<file path="config.mk">
export PLATFORM = sky130hd
export DESIGN_NAME = elevator_request_scheduler_core
export DESIGN_NICKNAME = d
export VERILOG_FILES = /design/src/sv/ers_pkg.sv /design/src/sv/elevator_request_scheduler_core.sv /design/src/sv/ers_table.sv
export SDC_FILE = /design/constraint.sdc
export NUM_CORES = 1
export LEC_CHECK = 0
export BUFFER_PORTS_ARGS = -buffer_cell sky130_fd_sc_hd__buf_2
export CAP_MARGIN = 10
export CORE_UTILIZATION = 30
export CTS_BUF_LIST = sky130_fd_sc_hd__clkbuf_4 sky130_fd_sc_hd__clkbuf_8
export CTS_CLUSTER_DIAMETER = 40
export DETAILED_ROUTE_END_ITERATION = 10
export GPL_TIMING_DRIVEN = 0
export MAX_ROUTING_LAYER = met4
export SYNTH_ARGS = -nofsm -noshare
export SYNTH_HDL_FRONTEND = slang
export SYNTH_SLANG_ARGS = --single-unit
</file>
<file path="constraint.sdc">
create_clock -name clk -period 6.7 [get_ports clk]
set_input_delay 0.67 -clock clk [delete_from_list [all_inputs] [get_ports clk]]
set_output_delay 0.67 -clock clk [all_outputs]
set_load 0.1 [all_outputs]
</file>
<file path="src/sv/ers_pkg.sv">
// Shared codes, widths and transaction types for the elevator request scheduler.
`timescale 1ns / 1ps

package ers_pkg;

	localparam int FLOORS_DEF = 4;

	localparam int OP_W    = 2;
	localparam int FLOOR_W = 2;
	localparam int DIR_W   = 2;
	localparam int BTN_W   = 2;
	localparam int MV_W    = 2;
	localparam int BTN_N   = 3;

	localparam logic [OP_W-1:0] OP_WRITE = 2'd0;
	localparam logic [OP_W-1:0] OP_CLEAR = 2'd1;
	localparam logic [OP_W-1:0] OP_EVAL  = 2'd2;

	localparam logic [DIR_W-1:0] DIR_STOP = 2'd0;
	localparam logic [DIR_W-1:0] DIR_UP   = 2'd1;
	localparam logic [DIR_W-1:0] DIR_DOWN = 2'd2;

	localparam logic [BTN_W-1:0] BTN_UP   = 2'd0;
	localparam logic [BTN_W-1:0] BTN_DOWN = 2'd1;
	localparam logic [BTN_W-1:0] BTN_CAB  = 2'd2;

	localparam logic [MV_W-1:0] MV_IDLE = 2'd0;
	localparam logic [MV_W-1:0] MV_MOVE = 2'd1;
	localparam logic [MV_W-1:0] MV_DOOR = 2'd2;

	// bit positions inside one floor entry
	localparam int BIT_UP   = 0;
	localparam int BIT_DOWN = 1;
	localparam int BIT_CAB  = 2;

	typedef struct packed {
		logic [OP_W-1:0]    operation;
		logic [FLOOR_W-1:0] cur_floor;
		logic [DIR_W-1:0]   dir;
		logic [FLOOR_W-1:0] btn_floor;
		logic [BTN_W-1:0]   btn;
		logic               value;
	} item_t;

	typedef struct packed {
		logic             here;
		logic             above;
		logic             below;
		logic             bit_read;
		logic [BTN_N-1:0] cur_bits;
	} status_t;

endpackage

</file>
<file path="src/sv/elevator_request_scheduler_core.sv">
// Elevator request scheduler top level: input register, table update, result register.
// The request is held in the input register; res_valid comes from the result register, loaded on advance.
// One transaction per cycle while the result is not stalled; table update and reduction are combinational.
// A stalled result holds the input stage, which then stalls the request side.
// Reset (arst_n low, asynchronous) clears all request bits and both valid flags.
`timescale 1ns / 1ps

module elevator_request_scheduler_core import ers_pkg::*; #(
	parameter int FLOORS = FLOORS_DEF
) (
	input  logic               clk,
	input  logic               arst_n,
	input  logic               req_valid,
	output logic               req_ready,
	input  logic [OP_W-1:0]    operation,
	input  logic [FLOOR_W-1:0] cur_floor,
	input  logic [DIR_W-1:0]   dir,
	input  logic [FLOOR_W-1:0] btn_floor,
	input  logic [BTN_W-1:0]   btn,
	input  logic               value,
	output logic               res_valid,
	input  logic               res_ready,
	output logic [DIR_W-1:0]   next_dir,
	output logic [MV_W-1:0]    movement,
	output logic               should_stop,
	output logic               clear_immediately,
	output logic               request_here,
	output logic               request_above,
	output logic               request_below,
	output logic               bit_read
);

	item_t            item_s1;
	logic             valid_s1;
	logic             adv;
	status_t          st;
	logic [DIR_W-1:0] nd;
	logic [MV_W-1:0]  mv;
	logic             stop;
	logic             clr;

	logic             res_valid_q;
	logic [DIR_W-1:0] next_dir_q;
	logic [MV_W-1:0]  movement_q;
	logic             should_stop_q;
	logic             clear_imm_q;
	logic             here_q;
	logic             above_q;
	logic             below_q;
	logic             bit_read_q;

	assign adv       = valid_s1 && (!res_valid_q || res_ready);
	assign req_ready = !valid_s1 || adv;

	ers_table #(.FLOORS(FLOORS)) u_table (
		.clk    (clk),
		.arst_n (arst_n),
		.upd_en (adv),
		.item   (item_s1),
		.status (st)
	);

	always_comb begin
		nd = DIR_STOP;
		mv = MV_IDLE;
		case (item_s1.dir)
			DIR_UP: begin
				if (st.above) begin
					nd = DIR_UP;   mv = MV_MOVE;
				end else if (st.here) begin
					nd = DIR_DOWN; mv = MV_DOOR;
				end else if (st.below) begin
					nd = DIR_DOWN; mv = MV_MOVE;
				end
			end
			DIR_DOWN: begin
				if (st.below) begin
					nd = DIR_DOWN; mv = MV_MOVE;
				end else if (st.here) begin
					nd = DIR_UP;   mv = MV_DOOR;
				end else if (st.above) begin
					nd = DIR_UP;   mv = MV_MOVE;
				end
			end
			DIR_STOP: begin
				if (st.here) begin
					nd = DIR_STOP; mv = MV_DOOR;
				end else if (st.above) begin
					nd = DIR_UP;   mv = MV_MOVE;
				end else if (st.below) begin
					nd = DIR_DOWN; mv = MV_MOVE;
				end
			end
			default: begin
				nd = DIR_STOP;
				mv = MV_IDLE;
			end
		endcase
	end

	always_comb begin
		case (item_s1.dir)
			DIR_DOWN: stop = st.cur_bits[BIT_DOWN] || st.cur_bits[BIT_CAB] || !st.below;
			DIR_UP:   stop = st.cur_bits[BIT_UP] || st.cur_bits[BIT_CAB] || !st.above;
			default:  stop = 1'b1;
		endcase
	end

	assign clr = (item_s1.cur_floor == item_s1.btn_floor) &&
		((item_s1.dir == DIR_UP && item_s1.btn == BTN_UP) ||
		 (item_s1.dir == DIR_DOWN && item_s1.btn == BTN_DOWN) ||
		 item_s1.dir == DIR_STOP || item_s1.btn == BTN_CAB);

	always_ff @(posedge clk or negedge arst_n) begin
		if (!arst_n) begin
			valid_s1    <= 1'b0;
			res_valid_q <= 1'b0;
		end else begin
			if (req_ready)
				valid_s1 <= req_valid;
			if (adv)
				res_valid_q <= 1'b1;
			else if (res_ready)
				res_valid_q <= 1'b0;
		end
	end

	always_ff @(posedge clk) begin
		if (req_valid && req_ready) begin
			item_s1.operation <= operation;
			item_s1.cur_floor <= cur_floor;
			item_s1.dir       <= dir;
			item_s1.btn_floor <= btn_floor;
			item_s1.btn       <= btn;
			item_s1.value     <= value;
		end
		if (adv) begin
			next_dir_q    <= nd;
			movement_q    <= mv;
			should_stop_q <= stop;
			clear_imm_q   <= clr;
			here_q        <= st.here;
			above_q       <= st.above;
			below_q       <= st.below;
			bit_read_q    <= st.bit_read;
		end
	end

	assign res_valid         = res_valid_q;
	assign next_dir          = next_dir_q;
	assign movement          = movement_q;
	assign should_stop       = should_stop_q;
	assign clear_immediately = clear_imm_q;
	assign request_here      = here_q;
	assign request_above     = above_q;
	assign request_below     = below_q;
	assign bit_read          = bit_read_q;

	a_door_needs_here: assert property (@(posedge clk) disable iff (!arst_n)
		res_valid && movement == MV_DOOR |-> request_here)
		else $error("door open without a request at the car floor");

	a_up_needs_above: assert property (@(posedge clk) disable iff (!arst_n)
		res_valid && movement == MV_MOVE && next_dir == DIR_UP |-> request_above)
		else $error("moving up with nothing requested above");

	a_down_needs_below: assert property (@(posedge clk) disable iff (!arst_n)
		res_valid && movement == MV_MOVE && next_dir == DIR_DOWN |-> request_below)
		else $error("moving down with nothing requested below");

	a_idle_is_stop: assert property (@(posedge clk) disable iff (!arst_n)
		res_valid && movement == MV_IDLE |-> next_dir == DIR_STOP)
		else $error("idle result with a travel direction");

endmodule

</file>
<file path="src/sv/ers_table.sv">
// Request table: per-floor request bits, update and here/above/below reduction.
`timescale 1ns / 1ps

module ers_table import ers_pkg::*; #(
	parameter int FLOORS = FLOORS_DEF
) (
	input  logic    clk,
	input  logic    arst_n,
	input  logic    upd_en,
	input  item_t   item,
	output status_t status
);

	logic [BTN_N-1:0]  bits_q [FLOORS];
	logic [BTN_N-1:0]  bits_n [FLOORS];
	logic [FLOORS-1:0] cf_hit;
	logic [FLOORS-1:0] bf_hit;
	logic [FLOORS-1:0] above_m;
	logic [FLOORS-1:0] below_m;
	logic [FLOORS-1:0] occ_q;
	logic [FLOORS-1:0] occ_n;
	logic              above_old;
	logic              below_old;
	logic [BTN_N-1:0]  cur_bits;
	logic [BTN_N-1:0]  bf_bits;
	logic              bit_sel;

	// clear by direction; above/below exclude this floor so old table is fine
	function automatic logic [BTN_N-1:0] clear_dir(
		input logic [BTN_N-1:0] b,
		input logic [DIR_W-1:0] d,
		input logic             above,
		input logic             below
	);
		logic [BTN_N-1:0] r;
		r = b;
		r[BIT_CAB] = 1'b0;
		case (d)
			DIR_UP: begin
				if (!above && !b[BIT_UP])
					r[BIT_DOWN] = 1'b0;
				r[BIT_UP] = 1'b0;
			end
			DIR_DOWN: begin
				if (!below && !b[BIT_DOWN])
					r[BIT_UP] = 1'b0;
				r[BIT_DOWN] = 1'b0;
			end
			default: begin
				r[BIT_UP]   = 1'b0;
				r[BIT_DOWN] = 1'b0;
			end
		endcase
		return r;
	endfunction

	for (genvar k = 0; k < FLOORS; k++) begin : g_floor
		assign cf_hit[k]  = (32'(item.cur_floor) == k);
		assign bf_hit[k]  = (32'(item.btn_floor) == k);
		assign above_m[k] = (k > 32'(item.cur_floor));
		assign below_m[k] = (k < 32'(item.cur_floor));
		assign occ_q[k]   = |bits_q[k];
		assign occ_n[k]   = |bits_n[k];
	end

	assign above_old = |(occ_q & above_m);
	assign below_old = |(occ_q & below_m);

	always_comb begin
		logic [BTN_N-1:0] nb;
		for (int k = 0; k < FLOORS; k++) begin
			nb = bits_q[k];
			if (item.operation == OP_CLEAR && cf_hit[k]) begin
				nb = clear_dir(bits_q[k], item.dir, above_old, below_old);
			end else if (item.operation == OP_WRITE && bf_hit[k]) begin
				case (item.btn)
					BTN_UP:   nb[BIT_UP]   = item.value;
					BTN_DOWN: nb[BIT_DOWN] = item.value;
					BTN_CAB:  nb[BIT_CAB]  = item.value;
					default:  nb = bits_q[k];
				endcase
			end
			bits_n[k] = nb;
		end
	end

	// floors outside the table never hit, so their bits read as zero
	always_comb begin
		cur_bits = '0;
		bf_bits  = '0;
		for (int k = 0; k < FLOORS; k++) begin
			cur_bits = cur_bits | (cf_hit[k] ? bits_n[k] : '0);
			bf_bits  = bf_bits  | (bf_hit[k] ? bits_n[k] : '0);
		end
	end

	always_comb begin
		case (item.btn)
			BTN_UP:   bit_sel = bf_bits[BIT_UP];
			BTN_DOWN: bit_sel = bf_bits[BIT_DOWN];
			BTN_CAB:  bit_sel = bf_bits[BIT_CAB];
			default:  bit_sel = 1'b0;
		endcase
	end

	assign status.here     = |(occ_n & cf_hit);
	assign status.above    = |(occ_n & above_m);
	assign status.below    = |(occ_n & below_m);
	assign status.bit_read = bit_sel;
	assign status.cur_bits = cur_bits;

	always_ff @(posedge clk or negedge arst_n) begin
		if (!arst_n) begin
			for (int k = 0; k < FLOORS; k++)
				bits_q[k] <= '0;
		end else if (upd_en) begin
			for (int k = 0; k < FLOORS; k++)
				bits_q[k] <= bits_n[k];
		end
	end

	a_no_update_hold: assert property (@(posedge clk) disable iff (!arst_n)
		!upd_en |=> (occ_q == $past(occ_q)))
		else $error("request table changed without an update");

	a_clear_drops_cab: assert property (@(posedge clk) disable iff (!arst_n)
		(item.operation == OP_CLEAR) |-> !status.cur_bits[BIT_CAB])
		else $error("cab request left at floor after clear");

	a_write_reads_back: assert property (@(posedge clk) disable iff (!arst_n)
		(item.operation == OP_WRITE && item.btn == BTN_CAB &&
		 32'(item.btn_floor) < FLOORS) |-> (status.bit_read == item.value))
		else $error("written cab bit does not read back");

endmodule

</file>
# After elaboration in Yosys (flattened, before gate mapping)
# Cells that the tools add are included.
[op_classes]
magnitude_cmp = 6
n_eq_ne = 12
n_mux = 61
bitwise_logic = 11
n_reduce_logical = 63
[op_table]
columns = ["op", "n"]
rows = [
  ["3-bit two-way mux", 16],
  ["1-bit two-way mux", 25],
  ["2-bit two-way mux", 12],
  ["3-bit OR reduction", 8],
  ["1-bit logical AND", 21],
  ["4-bit OR reduction", 5],
  ["3-bit OR", 6],
  ["2-bit one-hot mux with 2 select lines", 4],
  ["1-bit logical NOT", 14],
  ["4-bit AND", 3],
  ["2-bit == test, second input constant", 6],
  ["2-bit one-hot mux with 3 select lines", 2],
  ["2-bit by 1-bit == test with 1-bit output, second input constant", 5],
  ["2-bit logical NOT", 5],
  ["1-bit logical OR", 9],
  ["4-bit by 3-bit AND with 4-bit output", 2],
  ["2-bit greater-than comparator, first input constant", 2],
  ["1-bit by 2-bit less-than comparator with 1-bit output, first input constant", 2],
  ["1-bit one-hot mux with 3 select lines", 1],
  ["2-bit == test", 1],
  ["1-bit by 2-bit greater-than comparator with 1-bit output, first input constant", 1],
  ["2-bit less-than comparator, first input constant", 1],
  ["1-bit one-hot mux with 2 select lines", 1],
  ["2-bit nonzero test", 1],
]
[totals]
ff_bits = 35
word_cells = 173

# Depth between registers and ports, before layout
[depth]
word_depth = 15
mapped_depth = 11
depth_no_buf = 10

# Modules after synthesis
# Synthesis repeated with hierarchy kept, for this count alone.
[unflattened]
hier_cells = 221
hier_area_um2 = 2383.5
[by_module_without_submodules]
columns = ["mod", "n_inst", "cells_each", "area_per_inst_um2"]
rows = [
  ["ers_table", 1, 159, 1410.1],
  ["elevator_request_scheduler_core", 1, 62, 973.4],
]

# Least setup slack after synthesis
# OpenSTA, ideal clock, no wires.
[synth_path]
kind = "reg-to-reg"
start = "register res_valid_q (netlist: res_valid)"
end = "register item_s1[0] in the netlist's numbering (enable)"
arrival_ns = 2.554
required_time_ns = 6.404
setup_slack_ns = 3.850
path_stages_with_launch = 3
path_buffers = 0
synth_period_minus_slack_ns = 2.850
cell_sequence = "dfrtp_1 nand3b_1 and2_1"
[synth_between]
elab_chain_len = 5
[synth_rtl]
columns = ["item", "line_no", "source"]
rows = [
  ["start: declaration", "elevator_request_scheduler_core.sv:42", "logic res_valid_q;"],
  ["start signal: assignment", "elevator_request_scheduler_core.sv:117", "res_valid_q <= 1'b0;"],
  ["start signal: assignment", "elevator_request_scheduler_core.sv:122", "res_valid_q <= 1'b1;"],
  ["start signal: assignment", "elevator_request_scheduler_core.sv:124", "res_valid_q <= 1'b0;"],
  ["1-bit logical NOT", "elevator_request_scheduler_core.sv:52", "assign adv = valid_s1 && (!res_valid_q || res_ready);"],
  ["1-bit logical OR", "elevator_request_scheduler_core.sv:52", ""],
  ["1-bit logical AND", "elevator_request_scheduler_core.sv:52", ""],
  ["1-bit logical OR", "elevator_request_scheduler_core.sv:53", "assign req_ready = !valid_s1 || adv;"],
  ["named net req_ready", "elevator_request_scheduler_core.sv:14", "output logic req_ready,"],
  ["1-bit logical AND", "elevator_request_scheduler_core.sv:129", "if (req_valid && req_ready) begin"],
  ["end: declaration", "elevator_request_scheduler_core.sv:33", "item_t item_s1;"],
]
# The timed path passes the listed nets, and every way through them passes these cells.
# A chain may end at the register's enable or synchronous reset.

# Worst setup path after layout
[layout_path]
start = "register item_s1[7] in the netlist's numbering"
end = "register movement_q[0] (netlist: movement[0]), data pin"
[layout_between]
elab_chain_len = 15
word_cells_on_any_way = 63
classes_between = "order compare (6); eq/ne (3); mux (25); bitwise (5); reduce/logical (24)"
[layout_rtl]
columns = ["item", "line_no", "source"]
rows = [
  ["1-bit by 2-bit less-than comparator with 1-bit output (tied with other cells)", "ers_table.sv:61", "assign below_m[k] = (k < 32'(item.cur_floor));"],
  ["4-bit by 3-bit AND with 4-bit output / 4-bit AND (equally long branches)", "ers_table.sv:67, ers_table.sv:66", ""],
  ["4-bit OR reduction, on equally long branches", "ers_table.sv:67, ers_table.sv:66", ""],
  ["1-bit logical NOT, on equally long branches", "ers_table.sv:45, ers_table.sv:40", ""],
  ["1-bit logical AND, on equally long branches", "ers_table.sv:45, ers_table.sv:40", ""],
  ["1-bit two-way mux, on equally long branches", "ers_table.sv:45, ers_table.sv:40", ""],
  ["2-bit one-hot mux with 2 select lines", "ers_table.sv:38", "case (d)"],
  ["3-bit two-way mux", "ers_table.sv:73", "if (item.operation == OP_CLEAR && cf_hit[k]) begin"],
  ["3-bit OR reduction", "ers_table.sv:63", "assign occ_n[k] = |bits_n[k];"],
  ["4-bit by 3-bit AND with 4-bit output / 4-bit AND (equally long branches)", "ers_table.sv:108, ers_table.sv:107", ""],
  ["4-bit OR reduction, on equally long branches", "ers_table.sv:108, ers_table.sv:107", ""],
  ["1-bit two-way mux, on equally long branches", "elevator_request_scheduler_core.sv:72, elevator_request_scheduler_core.sv:90, elevator_request_scheduler_core.sv:81", ""],
  ["2-bit two-way mux, on equally long branches", "elevator_request_scheduler_core.sv:88, elevator_request_scheduler_core.sv:70, elevator_request_scheduler_core.sv:79", ""],
  ["2-bit two-way mux, on equally long branches", "elevator_request_scheduler_core.sv:86, elevator_request_scheduler_core.sv:68, elevator_request_scheduler_core.sv:77", ""],
  ["2-bit one-hot mux with 3 select lines *", "elevator_request_scheduler_core.sv:66", "case (item_s1.dir)"],
  ["named net mv[0]", "elevator_request_scheduler_core.sv:38", "logic [MV_W-1:0] mv;"],
  ["end signal: assignment", "elevator_request_scheduler_core.sv:139", "movement_q <= mv;"],
  ["end: declaration", "elevator_request_scheduler_core.sv:44", "logic [MV_W-1:0] movement_q;"],
]
# The timed path passes the listed nets; every way through them passes the cells marked *.

==> flow_summary_export.csv <==
group,metric,value,unit
status,outcome,"complete, no violations",
floorplan,die_w,90.2,um
yosys,synth_fa_ha_area_share,2.15,%
min_path,hold_path.class,"primary input to asynchronous set/reset pin",
global_routing,grtUsageMet2,21.4,%
routing,final_antenna_net_count,0,
sta,maxClockFrequency,300,MHz
yosys,yosysWarnings,0,
yosys,syn_area,2330,sq um
global_routing,use_met1,18.9,%
yosys,yosysSeqAreaShare,42.1,%
sta,rsz0062_at_grt,"false",
setup_path,start_kind,"flop",
finish,layout.cells.non_filler,353,
cts,cts_tree,"built",
sta,whs,285,ps
finish,fin_nets,272,
global_routing,grt_max_degree,20,
cts,clkLatencyLatePin,280,ps
setup_path,path_cells,"clkbuf_1, nor4b_1, and2b_1, mux2i_1, nand4_1, o41ai_1, a21oi_1, o22ai_1, a211oi_1",
global_routing,grt.total_usage,14.5,%
cts,cts.path.max_buffers,2,
yosys,post-synth-top-area-fraction,27.0,%
placed_design,hpwl,4180,um
routing,wl_per_cell,15.7,um
yosys,synth.net_count,239,
yosys,synth.avg_cell_area,10.6,sq um
setup_path,worstPathArrival,3360,ps
yosys,yosysTopAreaCell,"edfxtp_1",
placed_design,dp.cells,345,
cts,cts_made_buffers,5,
finish,fill_cells,758,
finish,syn2layout_area_growth,15.8,%
cts,hold_buffers,0,
sta,worst_pin_slew,1020,ps
global_routing,antenna_found_initial,0,
global_routing,grt_pass1_wl,9050,um
yosys,synth_compound_area_share,17.1,%
setup_path,critPathRequiredTime,6730,ps
placed_design,port-buffer-count,26,
routing,remaining_drc_errors,0,
cts,path_clk_slew,70,ps
sta,fin_worst_skew,3.22,ps
floorplan,io_pins,27,
global_routing,grt-ovfl-total,0,
yosys,synthFlopType,"edfxtp_1",
setup_path,path_buf_inv,1,
yosys,synth_cell_types,63,
sta,hold_violations,0,
sta,setup_viol,0,
yosys,synth.area.mux_share,10.3,%
job,drv_cap,0,
pwr,peakVddDrop,0.115,mV
pwr,powerDensity,292,nW/um^2
finish,final_util,36.6,%
floorplan,die_h,90.2,um
yosys,synth-seq-cells,35,
routing,dr.pass1.iters,5,
yosys,synth_edf_count,21,
yosys,async_flop_share,40.0,%
setup_path,max_stage_delay,680,ps
setup_path,crit_family,"simple AND/OR/NAND/NOR gates",
routing,drt_iter0_markers,214,
yosys,synth_xor_area_share,0.751,%
routing,vias,1960,
setup_path,crit_path_top_delay_cell,"nor4b_1",
setup_path,path_max_fanout,10,
yosys,synth_top_family_by_area,"simple AND/OR/NAND/NOR gates",
sta,final.period_utilization,49.7,%
sta,maxSlewViolCount,0,
yosys,netlist_top_cells_area,"edfxtp_1 27%, dfrtp_1 15%, mux4_2 5.8%, nand2_1 3.5%, mux2i_1 2.6%",
floorplan,start_util,31.6,%
floorplan,rows,31,
global_routing,gr-usage-met3,3.38,%
setup_path,reg2reg_slack,3370,ps
floorplan,die_area,8130,sq um
cts,htreeDepth,2,
routing,wirelength,5560,um
cts,cts-root-buf,"clkbuf_8",
yosys,syn_inst,220,
routing,avgViaCountPerCell,5.55,
global_routing,busiest_layer,"met2",
cts,clock_sinks,35,
finish,n_antenna_cell,0,
floorplan,fp.coreArea,7370,sq um
yosys,yosys.area_share.simple,23.5,%
global_routing,grt_pass1_vias,1811,
pwr,p_leak,1.06,nW
sta,setup_tns,0,ps
sta,slew_headroom,32.3,%
placed_design,gp_congestion,0.942,
finish,drive_gt1_share,25.6,%
setup_path,crit_type,"flop to flop",
sta,min_period,3330,ps
setup_path,end_kind,"flop",
cts,cts_resized,0,
cts,cts_setup_buffers,0,
## report_power, final
| part | total, mW | leakage, nW | switching, mW | internal [mW] |
|---|---|---|---|---|
| registers | 0.305 | 0.369 | 0.0355 | 0.269 |
| logic | 0.290 | 0.636 | 0.189 | 0.102 |
| clock network | 0.194 | 0.0593 | 0.0742 | 0.119 |
| total | 0.788 | 1.06 | 0.298 | 0.490 |
## Yosys cell counts (all sizes together), types with 4 or more instances
master	number
a211oi	4
and3	5
edfxtp	21
dfrtp	14
clkbuf	6
mux2i	6
nor3	7
buf	6
o21ai	8
a21oi	6
nor2	9
nand3	10
inv	12
mux4	6
nand2b	6
nand2	22
nand4	4
mux2	4
ha	4
a31oi	6
nor2b	4
and4bb	4
## metrics by stage
stage	setup WS (ps)	area [sq um]	power (mW)
2_1_floorplan	3850	2330	0.531
3_3_place_gp	3450	2590	0.592
3_5_place_dp	3440	2590	0.595
4_1_cts	3420	2700	0.790
5_1_grt	3130	2700	0.830
6_report	3370	2700	0.788
## logic make-up after synthesis
logic type	after synthesis
buf+inv	24
simple gates	90
compound gates	49
xor+xnor	2
mux	16
flops	35
fa+ha+maj	4
## worst paths after layout
path                                       from                              to  cells past startpoint
setup / recovery           item_s1[7]$_DFFE_PP_           movement[0]$_DFFE_PP_                      9
hold / removal                           arst_n  u_table.bits_q[10]$_DFFE_PN0P_                      1
setup reg to reg           item_s1[7]$_DFFE_PP_           movement[0]$_DFFE_PP_                      9
hold reg to reg            valid_s1$_DFFE_PN0N_           res_valid$_DFFE_PN0P_                      1
max in group asynchronous                arst_n   u_table.bits_q[1]$_DFFE_PN0P_                      1
min in group clk           valid_s1$_DFFE_PN0N_           res_valid$_DFFE_PN0P_                      1
## state kept, by name, summed over array words and instances, names as in the netlist
| register | flops |
|---|---|
| bit_read | 1 |
| valid_s1 | 1 |
| clear_immediately | 1 |
| request_below | 1 |
| res_valid | 1 |
| movement | 2 |
| request_here | 1 |
| item_s1 | 11 |
| should_stop | 1 |
| next_dir | 2 |
| u_table.bits_q | 12 |
| request_above | 1 |
## area by class of cell
cell class / count / area (sq um) / area share, %
Buffer: 12 / 51.3 / 1.90
Clock buffer: 7 / 83.8 / 3.10
Clock inverter: 1 / 30.0 / 1.11
Inverter: 12 / 45.0 / 1.67
Multi-Input combinational cell: 161 / 1250 / 46.5
Sequential cell: 35 / 981 / 36.3
Tap cell: 99 / 124 / 4.59
Timing Repair Buffer: 26 / 130 / 4.82
## cell usage in the layout, fill, tap and decap left out, drive strengths merged, types with 4 or more instances in the layout
master	instances
buf	32
nand2	22
edfxtp	21
dfrtp	14
clkbuf	13
inv	12
nand3	10
nor2	9
o21ai	8
nor3	7
a31oi	6
mux4	6
mux2i	6
a21oi	6
nand2b	6
and3	5
nand4	4
a211oi	4
nor2b	4
mux2	4
ha	4
and4bb	4
## layer usage
| metal | up-vias | wire length (um) |
|---|---|---|
| met5 | - | 0 |
| met1 | 942 | 2530 |
| met4 | 0 | 146 |
| met3 | 15 | 420 |
| met2 | 86 | 2460 |
| li1 | 917 | - |
Power figures use the tool's default switching activity.
